==> config.mk <==
export PLATFORM = sky130hd
export DESIGN_NAME = sppt_cell
export DESIGN_NICKNAME = d
export VERILOG_FILES = /design/src/rtl/sppt_pkg.sv /design/src/rtl/sppt_cell.sv
export SDC_FILE = /design/constraint.sdc
export NUM_CORES = 1
export LEC_CHECK = 0
export BUFFER_PORTS_ARGS = -buffer_cell sky130_fd_sc_hd__buf_2
export CORE_AREA = 2 2 613 615
export CTS_BUF_LIST = sky130_fd_sc_hd__clkbuf_16
export DETAILED_ROUTE_END_ITERATION = 12
export DIE_AREA = 0 0 615 617
export GPL_ROUTABILITY_DRIVEN = 0
export PLACE_DENSITY = 0.3
export REMOVE_ABC_BUFFERS = 1
export SYNTH_ARGS = -nofsm -noshare
export SYNTH_HDL_FRONTEND = slang
export SYNTH_SLANG_ARGS = --single-unit
==> constraint.sdc <==
create_clock -name clk -period 25.6 [get_ports clk]
set_clock_uncertainty 0.05 [all_clocks]
set_input_delay 2.56 -clock clk [delete_from_list [all_inputs] [get_ports clk]]
set_output_delay 2.56 -clock clk [all_outputs]
set_load 0.01 [all_outputs]
==> src/rtl/sppt_pkg.sv <==
// ----------------------------------------------------------------------------
// sppt_pkg: shared types and constants of the subset pattern penalty table
// Holds the penalty width, the register codes and the walk states.
// ----------------------------------------------------------------------------
package sppt_pkg;

	localparam int PEN_W = 15;

	typedef enum logic [0:0] {
		REG_LOOKUP_ENABLE = 1'b0,
		REG_DEADLOCK      = 1'b1
	} reg_idx_t;

	typedef enum logic [1:0] {
		ST_IDLE,
		ST_WALK,
		ST_SHIFT,
		ST_DONE
	} state_t;

endpackage

==> src/rtl/sppt_cell.sv <==
// ----------------------------------------------------------------------------
// sppt_cell: one table entry of the chain
// Holds pattern, forbidden set and penalty; while rot is set it takes the entry
// of its neighbor toward the tail (one step toward cell 0), or load_new takes the insert data.
// ----------------------------------------------------------------------------
module sppt_cell #(
	parameter int SQ = 256
) (
	input  logic                      clk,
	input  logic                      rot,      // advance ring one step
	input  logic                      load_new, // take new entry instead
	input  logic [SQ-1:0]             prev_pat,
	input  logic [SQ-1:0]             prev_fb,
	input  logic [sppt_pkg::PEN_W-1:0] prev_pen,
	input  logic [SQ-1:0]             new_pat,
	input  logic [SQ-1:0]             new_fb,
	input  logic [sppt_pkg::PEN_W-1:0] new_pen,
	output logic [SQ-1:0]             pat,
	output logic [SQ-1:0]             fb,
	output logic [sppt_pkg::PEN_W-1:0] pen
);
	import sppt_pkg::*;

	logic [SQ-1:0]    pat_q, fb_q;
	logic [PEN_W-1:0] pen_q;

	always_ff @(posedge clk) begin
		if (load_new) begin
			pat_q <= new_pat;
			fb_q  <= new_fb;
			pen_q <= new_pen;
		end else if (rot) begin
			pat_q <= prev_pat;
			fb_q  <= prev_fb;
			pen_q <= prev_pen;
		end
	end

	assign pat = pat_q;
	assign fb  = fb_q;
	assign pen = pen_q;
endmodule

==> qor.csv <==
stage;metric;value;unit
clocking;CTS Hold Buffers Added;0;
clocking;clock transition at the registers of the reported paths;60;ps
placement;DP HPWL;227000;um
sta;setup TNS;0;ps
detailed_routing;vias;20308;
job;Max-Cap Viols;0;
min_path;worst hold path startpoint;new_fb[204];
pwr;Power per Cell Area;68.6;mW/mm2
synth;register area share after synthesis;70.6;%
layout;number of fill cells;43063;
sta;Slew @ Worst Pin;1040;ps
synth;Synth Warn #;0;
layout;share of layout cells above drive strength 1;80.1;%
setup_path;most used cell, CP;buf_4;
placement;pre-CTS setup slack;19070;ps
run_status;status;finished, final reports clean;
clocking;clk buf depth;4;
layout;NumNets Final;3794;
detailed_routing;DR WL/cell;32.1;um
setup_path;CP endpoint kind;register;
floorplan;Initial Util;6.00;%
detailed_routing;ANT nets after route;0;
synth;Yosys cell types;6;
placement;# port buffers;1583;
clocking;CTS tree;done;
synth;Avg Synthesized Cell Area;20.1;um2
layout;register area;0.0158;mm2
setup_path;kind of critical path;in2reg;
sta;hold_ws;1990;ps
min_path;hold path depth;2;
clocking;post-CTS sizing;0;
setup_path;CP Launch Point;load_new;
pwr;VDD IR-drop max;41.5;uV
global_route;largest net degree at the start of global routing;154;
sta;RSZ-0062 raised after global routing;false;
floorplan;I/O Pins;1584;
detailed_routing;first-pass detailed-route iteration total;5;
global_route;grt total ovfl;0;
sta;Slew headroom;30.6;%
pwr;Pleak;0.0151;uW
setup_path;critical path required time;26050;ps
clocking;setup bufs post-CTS;0;
setup_path;startpoint types;input port;
clocking;CTS HTree Levels;3;
setup_path;Worst Path Arrival;6170;ps
layout;Multi-input gate area;0.00594;mm2
sta;minimum clock period;5720;ps
global_route;first-pass GRT wire length;297000;um
min_path;Hold Path End;fb[204]$_DFFE_PP_;
sta;setup slack after layout;19880;ps
synth;Yosys reg bits;527;
synth;cell count after synthesis;1114;
layout;Non-Filler Instances;7891;
floorplan;Die X;615;um
floorplan;die area;0.379;mm2
global_route;initial antenna violation count;480;
floorplan;# rows;225;
detailed_routing;DRC violations left;0;
sta;final setup fails;0;
floorplan;Die Height;617;um
sta;FMAX;0.175;GHz
placement;Placed Instances;7647;
clocking;CTS root buffer;clkbuf_16;
synth;Mapped Area;0.0224;mm2
min_path;Hold Crit Class;in2reg;
setup_path;Crit path largest cell delay;850;ps
floorplan;core area;0.374;mm2
global_route;GRT Util Overall;12.8;%
clocking;total CTS buffers;82;
global_route;vias in the first global route;19347;
detailed_routing;Vias/cell;2.57;
detailed_routing;WL final;253000;um
setup_path;CP cell instances;buf_8, buf_4, buf_4, buf_4, buf_4, mux2_2;
sta;Max Slew Vio Count;0;
sta;Final Hold Viols;0;
setup_path;slowest CP cell;buf_4;
layout;Area growth syn-to-layout;73.7;%
detailed_routing;initial drt markers;1607;
setup_path;worst-path maximum fanout;69;
pwr;total power;2670;uW
clocking;Sink Count;527;
sta;crit share post-route;22.3;%
-- how the worst max path moves through the flow --
| stage | to | slack, ps | depth (start not counted) |
|---|---|---|---|
| 6_report | fb[177]$_DFFE_PP_ | 19880 | 6 |
| 5_1_grt | pat[173]$_DFFE_PP_ | 19700 | 6 |
| 4_1_cts | fb[177]$_DFFE_PP_ | 19940 | 6 |
| 3_5_place_dp | pat[32]$_DFFE_PP_ | 19070 | 6 |
| 3_3_place_gp | fb[97]$_DFFE_PP_ | 19120 | 6 |
| 2_1_floorplan | fb[0]$_DFFE_PP_ | 16020 | 1 |
-- Yosys cell counts --
master / n / share of area, %
buf_4: 1 / 0.033
buf_6: 58 / 2.9
edfxtp_1: 527 / 71
mux2_1: 1 / 0.050
mux2_2: 526 / 26
or2_2: 1 / 0.028
-- worst max-delay path: cells and delay by family --
family / cells / cell delay (ps)
buffers and inverters: 5 / 2870
multiplexers: 1 / 430
-- registers in the layout (all words and copies together), names as in the netlist --
name  flops
fb      256
pat     256
pen      15
-- routing by layer --
| metal | vias to the layer above | track usage (%) | share of wire, % | wire (um) |
|---|---|---|---|---|
| li1 | 7823 | - | - | - |
| met1 | 9418 | 13.0 | 34 | 86700 |
| met2 | 1913 | 21.8 | 47 | 119000 |
| met3 | 968 | 8.47 | 15 | 36800 |
| met4 | 186 | 2.83 | 3.8 | 9640 |
| met5 | - | 0 | 0.50 | 1280 |
-- stage by stage --
stage / util (%) / instance area [um2]
detailed placement: 9.66 / 36100
global route: 10.4 / 38800
global placement: 9.66 / 36100
finish: 10.4 / 38900
CTS: 10.4 / 38700
floorplan: - / 21800
-- where the power goes --
group / internal, uW / switching, uW / total [uW] / leakage, uW
Combinational: 178 / 241 / 419 / 0.00838
Clock: 679 / 481 / 1160 / 0.00133
Sequential: 1060 / 31.0 / 1090 / 0.00537
Total: 1920 / 753 / 2670 / 0.0151
-- layout by cell type (no fill, tap or decap) --
cell / Yosys / final
mux2_1: 1 / 1
clkinv_4: 0 / 1
edfxtp_1: 527 / 527
bufinv_16: 0 / 10
buf_4: 1 / 12
diode_2: 0 / 107
or2_4: 0 / 1
clkinvlp_4: 0 / 1
mux2_2: 526 / 526
clkinv_1: 0 / 10
buf_12: 0 / 3
buf_2: 0 / 1582
clkinv_2: 0 / 10
buf_8: 0 / 1
inv_6: 0 / 5
inv_1: 0 / 17
clkbuf_16: 0 / 82
clkinv_8: 0 / 1
-- cell type report --
class	instances	share of cell area, %
sequential	527	40.6
timing repair buffer	1598	20.8
tap	4994	16.0
multi-input combinational	528	15.3
clock buffer	82	5.27
clock inverter	55	1.36
antenna	107	0.687
-- cell families after synthesis --
group / count (synthesis) / synth area share [%]
buffers and inverters: 59 / 2.95
flip-flops: 527 / 70.6
AND/OR/NAND/NOR: 1 / 0.0279
multiplexers: 527 / 26.5
Note: power is estimated with default switching activity, not from simulation.
